File: config.mk
export PLATFORM = sky130hd
export DESIGN_NAME = lrupr_ctrl
export DESIGN_NICKNAME = d
export VERILOG_FILES = /design/src/hw/rtl/lrupr_pkg.sv /design/src/hw/rtl/lrupr_ctrl.sv
export SDC_FILE = /design/constraint.sdc
export NUM_CORES = 1
export LEC_CHECK = 0
export BUFFER_PORTS_ARGS = -buffer_cell sky130_fd_sc_hd__buf_2
export CAP_MARGIN = 25
export CORE_AREA = 2 2 39 41
export DETAILED_ROUTE_END_ITERATION = 6
export DIE_AREA = 0 0 41 43
export GPL_ROUTABILITY_DRIVEN = 0
export GPL_TIMING_DRIVEN = 1
export PLACE_DENSITY_LB_ADDON = 0.2
export RECOVER_POWER = 100
export SYNTH_ARGS = -nofsm -noshare
export SYNTH_HDL_FRONTEND = slang
export SYNTH_SLANG_ARGS = --single-unit
File: constraint.sdc
create_clock -name i_clk -period 2.2 [get_ports i_clk]
set_input_delay 0.11 -clock i_clk [delete_from_list [all_inputs] [get_ports i_clk]]
set_output_delay 0.11 -clock i_clk [all_outputs]
set_load 0.03 [all_outputs]
File: src/hw/rtl/lrupr_pkg.sv
`timescale 1ns / 1ps
// ----------------------------------------------------------------------------
// lrupr_pkg
// Shared constants, result codes and controller/datapath bundles for the
// LRU page replacement block.
// ----------------------------------------------------------------------------
package lrupr_pkg;

    // defaults for the top-level parameters
    localparam int unsigned DEF_PROCESSES  = 16;
    localparam int unsigned DEF_PAGES      = 32;
    localparam int unsigned DEF_PAGE_BYTES = 128;
    localparam int unsigned DEF_STAMP_BITS = 32;

    // fixed field widths of the request and response
    localparam int unsigned PROC_W     = 4;
    localparam int unsigned PC_W       = 12;
    localparam int unsigned MASK_W     = 32;
    localparam int unsigned COUNT_W    = 6;
    localparam int unsigned PAGE_OUT_W = 5;

    // fraction bits of the reciprocal used for the page number
    localparam int unsigned RECIP_SHIFT = 24;

    typedef enum logic [1:0] {
        ACT_NONE      = 2'd0,
        ACT_PAGE_IN   = 2'd1,
        ACT_EVICT     = 2'd2,
        ACT_NO_VICTIM = 2'd3
    } t_action;

    // controller -> datapath
    typedef struct packed {
        logic clear;      // clearing pass, one stamp entry
        logic load;       // capture request
        logic fix_quot;   // correct page number estimate
        logic scan_init;  // reset victim search
        logic scan;       // victim search step
        logic write;      // stamp the requested page
        logic finish;     // load response, advance tick
    } t_cmd;

    // datapath -> controller
    typedef struct packed {
        logic clr_done;   // last entry of the clearing pass
        logic ok;         // active, known process, page in range
        logic need_scan;  // not resident and no free frame
        logic scan_done;  // all reads issued and evaluated
    } t_sts;

endpackage

File: src/hw/rtl/lrupr_ctrl.sv
`timescale 1ns / 1ps
// ----------------------------------------------------------------------------
// lrupr_ctrl
// Controller: sequences clearing pass, request capture, victim search,
// stamp write and response hand-off.
// ----------------------------------------------------------------------------
module lrupr_ctrl
    import lrupr_pkg::*;
(
    input  logic i_clk,
    input  logic i_rst_n,
    input  logic i_req_valid,
    output logic o_req_ready,
    output logic o_rsp_valid,
    input  logic i_rsp_ready,
    input  t_sts i_sts,
    output t_cmd o_cmd
);

    typedef enum logic [6:0] {
        S_CLEAR = 7'b0000001,
        S_IDLE  = 7'b0000010,
        S_DIV   = 7'b0000100,
        S_CHECK = 7'b0001000,
        S_SCAN  = 7'b0010000,
        S_WRITE = 7'b0100000,
        S_DONE  = 7'b1000000
    } t_state;

    t_state r_state;
    t_state n_state;
    logic   r_rsp_valid;
    logic   n_rsp_valid;
    logic   slot_free;

    assign slot_free   = !r_rsp_valid || i_rsp_ready;
    assign o_req_ready = (r_state == S_IDLE);
    assign o_rsp_valid = r_rsp_valid;

    // next state and commands
    always_comb begin
        n_state = r_state;
        o_cmd   = '0;
        case (r_state)
            S_CLEAR: begin
                o_cmd.clear = 1'b1;
                if (i_sts.clr_done) begin
                    n_state = S_IDLE;
                end
            end
            S_IDLE: begin
                if (i_req_valid) begin
                    o_cmd.load = 1'b1;
                    n_state    = S_DIV;
                end
            end
            S_DIV: begin
                o_cmd.fix_quot = 1'b1;
                n_state        = S_CHECK;
            end
            S_CHECK: begin
                o_cmd.scan_init = 1'b1;
                if (!i_sts.ok) begin
                    n_state = S_DONE;
                end else if (i_sts.need_scan) begin
                    n_state = S_SCAN;
                end else begin
                    n_state = S_WRITE;
                end
            end
            S_SCAN: begin
                o_cmd.scan = 1'b1;
                if (i_sts.scan_done) begin
                    n_state = S_WRITE;
                end
            end
            S_WRITE: begin
                o_cmd.write = 1'b1;
                n_state     = S_DONE;
            end
            S_DONE: begin
                if (slot_free) begin
                    o_cmd.finish = 1'b1;
                    n_state      = S_IDLE;
                end
            end
            default: begin
                n_state = S_CLEAR;
            end
        endcase
    end

    // response valid: set on finish, dropped when taken
    always_comb begin
        n_rsp_valid = r_rsp_valid;
        if (o_cmd.finish) begin
            n_rsp_valid = 1'b1;
        end else if (i_rsp_ready) begin
            n_rsp_valid = 1'b0;
        end
    end

    always_ff @(posedge i_clk) begin
        if (!i_rst_n) begin
            r_state     <= S_CLEAR;
            r_rsp_valid <= 1'b0;
        end else begin
            r_state     <= n_state;
            r_rsp_valid <= n_rsp_valid;
        end
    end

endmodule

==> flow_summary.json, run 1 <==
{
  "synthCells": 65,
  "slew_headroom_pct": 64.3,
  "r2r_setup_slack_ns": 0.34,
  "crit_family": "simple AND/OR/NAND/NOR gates",
  "h-tree-depth": 1,
  "synth_top_area_cell": "dfxtp_1",
  "max_stage_delay_ns": 0.54,
  "path_buf_inv": 1,
  "synth.top_cells.by_area": "dfxtp_1 (31%), nand2b_1 (6.1%), nor2_1 (5.8%), o221ai_4 (5.1%), nor3_1 (4.8%)",
  "die_area_um2": 1760,
  "synth_top_area_share_pct": 31.0,
  "multi_input_area_um2": 290,
  "grt_pass1_wl_um": 1780,
  "finalPower_mw": 0.374,
  "peakVddDrop_uv": 459,
  "pre_cts_ws_ns": 0.393,
  "fin_nets": 90,
  "instances_no_fill": 96,
  "synthesis.area_um2": 517,
  "hold_violations": 0,
  "drt_iter0_markers": 12,
  "min_path_type": "input port to flip-flop",
  "placed_cells": 93,
  "critPathKind": "flip-flop to output port",
  "crit_path_start": "r_state[3]",
  "grt_pass1_vias": 409,
  "cts_resized": 0,
  "portBuffers": 16,
  "drt-vias-per-instance": 5.00,
  "start_util_pct": 37.3,
  "ant_nets": 0,
  "overflow": 0,
  "final-setup-viol-count": 0,
  "fin_skew_ns": 0.00998,
  "vias": 480,
  "chipWidth_um": 41,
  "syn_to_final_growth_pct": 13.3,
  "core_um2": 1380,
  "seqCellArea_um2": 160,
  "antenna_cells": 0,
  "powerDensity_nw_per_um2": 638,
  "clk_latency_ns": 0.26,
  "yosysSeqAreaShare_pct": 31.0,
  "holdBufCountCts": 0,
  "hpwl_um": 854,
  "p_leak_nw": 0.249,
  "grt_usage_pct": 15.7,
  "ctsRootBufferMaster": "clkbuf_4",
  "drc_errors": 0,
  "cts_tree": "done",
  "setup_tns_ns": 0,
  "fp-row-count": 14,
  "crit_fanout": 9,
  "setup_ws_ns": 0.142,
  "finalWirelength_um": 1090,
  "outcome": "finished clean",
  "tightest_slew_ns": 0.530,
  "clock_sinks": 8,
  "avgRoutedWirePerCell_um": 11.4,
  "clkTransAtPathRegs_ns": 0.05,
  "cap_violations": 0,
  "syn_nets": 73,
  "antenna_found_initial": 0,
  "post-route-period-util_pct": 93.6,
  "grt_max_degree": 10,
  "postCtsSetupBuffers": 0,
  "syn-mean-instance-area_um2": 7.95,
  "yosysUniqueCellTypes": 29,
  "drt_pass1_iterations": 4,
  "fillers": 161,
  "cts_buffers": 3,
  "worstHoldStart": "i_req_valid",
  "cp_cell_sequence": "or4_4, or3_4, and2b_1, clkbuf_2",
  "fmax_ghz": 0.486,
  "worstSetupEndpointType": "output port",
  "critPathLaunchType": "flip-flop",
  "chipHeight_um": 43,
  "period_minus_slack_ns": 2.06,
  "maxSlewViolCount": 0,
  "rsz0062_at_grt": "no",
  "arrival_ns": 1.95,
  "cts_buffer_depth": 2,
  "yosysWarningCount": 0,
  "required_ns": 2.09,
  "r2r-start": "r_state[3]",
  "io-pin-count": 17,
  "cp_slowest_cell": "or4_4",
  "ys_ff_latch": 8,
  "drive_gt1_share_pct": 16.3
}
-- tightest hold or removal path, stage by stage --
cell,delay [ns]
buf_2,0.10
nand2_1,0.07
nor2_1,0.05
-- sequential cells by signal, indices dropped and copies added, names as in the netlist --
register     cells
o_rsp_valid      1
r_state          7
-- final cells by class --
| cell class | instances | area share (%) |
|---|---|---|
| well taps | 16 | 3.42 |
| inverters | 6 | 3.85 |
| flip-flops and latches | 8 | 27.4 |
| clock buffers | 3 | 3.85 |
| repair buffers | 16 | 12.0 |
| multi-input cells | 47 | 49.6 |
-- power by group --
| part | internal, mW | total (mW) | switching, mW |
|---|---|---|---|
| clock network | 0.0627 | 0.117 | 0.0542 |
| logic | 0.0357 | 0.0926 | 0.0569 |
| registers | 0.153 | 0.164 | 0.0114 |
-- layer usage --
| metal | track usage [%] | wire length (um) | part of all wire, % | up-vias |
|---|---|---|---|---|
| li1 | - | - | - | 258 |
| met1 | 20.3 | 509 | 47 | 208 |
| met2 | 20.9 | 493 | 45 | 12 |
| met3 | 9.42 | 71 | 6.5 | 2 |
| met4 | 6.00 | 19 | 1.7 | 0 |
| met5 | 0 | 0 | 0 | - |
-- synth_stat cells, drive strengths merged --
master  number
a21oi        2
or4          1
a21o         1
xor2         1
a22oi        1
nor2         8
inv          6
nor2b        2
and4bb       1
clkbuf       2
nand2        1
xnor2        1
and2b        1
a211oi       1
a311oi       1
nand3        3
and3         1
nor3         5
nor4         2
o211ai       1
buf          2
nand2b       5
o221ai       1
a21boi       2
or3          2
dfxtp        8
o21ai        3
-- stage by stage --
step / util, % / hold WS [ns] / instance area [um2]
finish: 42.3 / 0.121 / 586
global route: 42.3 / 0.134 / 586
CTS: 44.3 / 0.120 / 613
detailed placement: 42.7 / 0.388 / 591
global placement: 42.7 / 0.396 / 591
floorplan: - / 0.238 / 517
-- placed cells by master (no fill, tap or decap), drive strengths merged, types with 2 or more instances in the layout --
master,count
buf,7
clkbuf,12
inv,6
or3,2
nor4,2
dfxtp,8
nand3,3
a21oi,2
nor2,8
o21ai,3
nor3,5
nand2b,5
a21boi,2
nor2b,2
-- final timing paths --
check                                   to  cells past startpoint
worst max register to register  r_state[5]                      4
worst min register to register  r_state[3]                      2
worst max-delay path              o_cmd[0]                      4
worst min-delay path            r_state[2]                      3
-- cells by family after synthesis --
family / count (synthesis) / share of synthesized area [%]
simple gates: 32 / 35.8
flops: 8 / 31.0
buf+inv: 10 / 9.44
compound gates: 13 / 20.3
xor+xnor: 2 / 3.39
Note: power is estimated with default switching activity, not from simulation.
==> run 2, diff against run 1 <==
Clock period 2.2 ns to 2.4 ns, I/O delays scaled along.
==> flow_summary.json, run 2 (synthesis results as in run 1) <==
{
  "tightest_slew_ns": 0.582,
  "start_util_pct": 37.3,
  "fillers": 169,
  "crit_fanout": 8,
  "multi_input_area_um2": 287,
  "cap_violations": 0,
  "ant_nets": 0,
  "clkTransAtPathRegs_ns": 0.05,
  "drt_iter0_markers": 4,
  "outcome": "finished clean",
  "h-tree-depth": 1,
  "cts_buffers": 3,
  "chipHeight_um": 43,
  "finalWirelength_um": 1150,
  "period_minus_slack_ns": 2.14,
  "clock_sinks": 8,
  "avgRoutedWirePerCell_um": 12.0,
  "ctsRootBufferMaster": "clkbuf_4",
  "fmax_ghz": 0.467,
  "swShare_pct": 33.8,
  "maxSlewViolCount": 0,
  "holdBufCountCts": 0,
  "largest_reg_flops": 7,
  "powerDensity_nw_per_um2": 591,
  "placed_cells": 93,
  "r2r_setup_slack_ns": 0.49,
  "antenna_cells": 0,
  "grt_pass1_vias": 443,
  "syn_to_final_growth_pct": 12.6,
  "seqCellArea_um2": 160,
  "vias": 501,
  "chipWidth_um": 41,
  "final-setup-viol-count": 0,
  "overflow": 0,
  "critPathKind": "flip-flop to output port",
  "cts_buffer_depth": 2,
  "clockPowerShare_pct": 31.9,
  "largest-register": "r_state",
  "grt_max_degree": 10,
  "p_int_mw": 0.227,
  "io-pin-count": 17,
  "die_area_um2": 1760,
  "setup_tns_ns": 0,
  "clk_latency_ns": 0.27,
  "portBuffers": 16,
  "hpwl_um": 919,
  "instances_no_fill": 96,
  "peakVddDrop_uv": 350,
  "cts_resized": 0,
  "post-route-period-util_pct": 89.2,
  "p_leak_nw": 0.250,
  "drc_errors": 0,
  "crit_path_start": "r_state[2]",
  "r2r_end": "r_state[5]",
  "required_ns": 2.28,
  "ff2ff_path_depth": 4,
  "min_path_type": "input port to flip-flop",
  "fp-row-count": 14,
  "pwr-share-comb_pct": 24.2,
  "drt-vias-per-instance": 5.22,
  "rsz0062_at_grt": "no",
  "seqPwrFrac_pct": 43.9,
  "fin_nets": 90,
  "worstSetupEndpointType": "output port",
  "core_um2": 1380,
  "p_switching_mw": 0.116,
  "grt_pass1_wl_um": 1860,
  "grt_usage_pct": 16.4,
  "antenna_found_initial": 0,
  "postCtsSetupBuffers": 0,
  "drt_pass1_iterations": 4,
  "endpoint": "o_cmd[0]",
  "layout_common_cells": "nor2_1 (8), dfxtp_1 (8), clkbuf_1 (8), buf_2 (7), inv_1 (6)",
  "cts_tree": "done",
  "drive_gt1_share_pct": 15.0,
  "hold_violations": 0,
  "fin_skew_ns": 0.00659,
  "slew_headroom_pct": 60.8,
  "r2r-start": "r_state[2]",
  "arrival_ns": 2.02,
  "critPathLaunchType": "flip-flop"
}
==> run 2: through the flow <==
| step | worst slack (ns) | instance area (um2) | power [mW] | hold slack (ns) | utilization [%] |
|---|---|---|---|---|---|
| after CTS | 0.298 | 613 | 0.361 | 0.128 | 44.3 |
| after floorplan | 0.643 | 517 | 0.222 | 0.248 | - |
| final | 0.260 | 582 | 0.344 | 0.131 | 42.0 |
| after detailed placement | 0.588 | 591 | 0.247 | 0.410 | 42.7 |
| after global routing | 0.158 | 582 | 0.369 | 0.147 | 42.0 |
| after global placement | 0.614 | 591 | 0.247 | 0.407 | 42.7 |
==> run 2: power by group through the flow <==
| stage | combinational, mW | clock, mW | sequential, mW |
|---|---|---|---|
| after floorplan | 0.0761 | 0 | 0.146 |
| after global placement | 0.0932 | 0 | 0.153 |
| after detailed placement | 0.0935 | 0 | 0.154 |
| after CTS | 0.0941 | 0.117 | 0.151 |
| after global routing | 0.0927 | 0.124 | 0.153 |
| final | 0.0832 | 0.110 | 0.151 |
==> run 2: per-layer routing <==
| metal | routed length [um] | global-route usage [%] |
|---|---|---|
| met1 | 528 | 19.0 |
| met3 | 76 | 9.42 |
| met5 | 0 | 0 |
| met4 | 13 | 6.00 |
| met2 | 531 | 24.1 |
==> run 2: worst min path at each step <==
stage / start / to / slack (ns) / cells past startpoint
6_report: i_req_valid / r_state[2] / 0.13 / 3
5_1_grt: i_sts[1] / r_state[4] / 0.15 / 3
4_1_cts: i_sts[1] / r_state[4] / 0.13 / 3
3_5_place_dp: i_sts[1] / r_state[4] / 0.41 / 3
3_3_place_gp: i_sts[1] / r_state[4] / 0.41 / 3
2_1_floorplan: i_rst_n / r_state[6] / 0.25 / 1
==> run 2: critical path, stage by stage (launching register included) <==
cell and delay (ns):
dfxtp_1 0.36, or4_1 0.61, or3_4 0.41, and2b_1 0.19
clkbuf_2 0.19
==> run 2: layout make-up <==
cell class / count / area share [%]
Clock buffer: 3 / 3.87
Inverter: 6 / 3.87
Multi-Input combinational cell: 47 / 49.2
Sequential cell: 8 / 27.5
Tap cell: 16 / 3.44
Timing Repair Buffer: 16 / 12.0
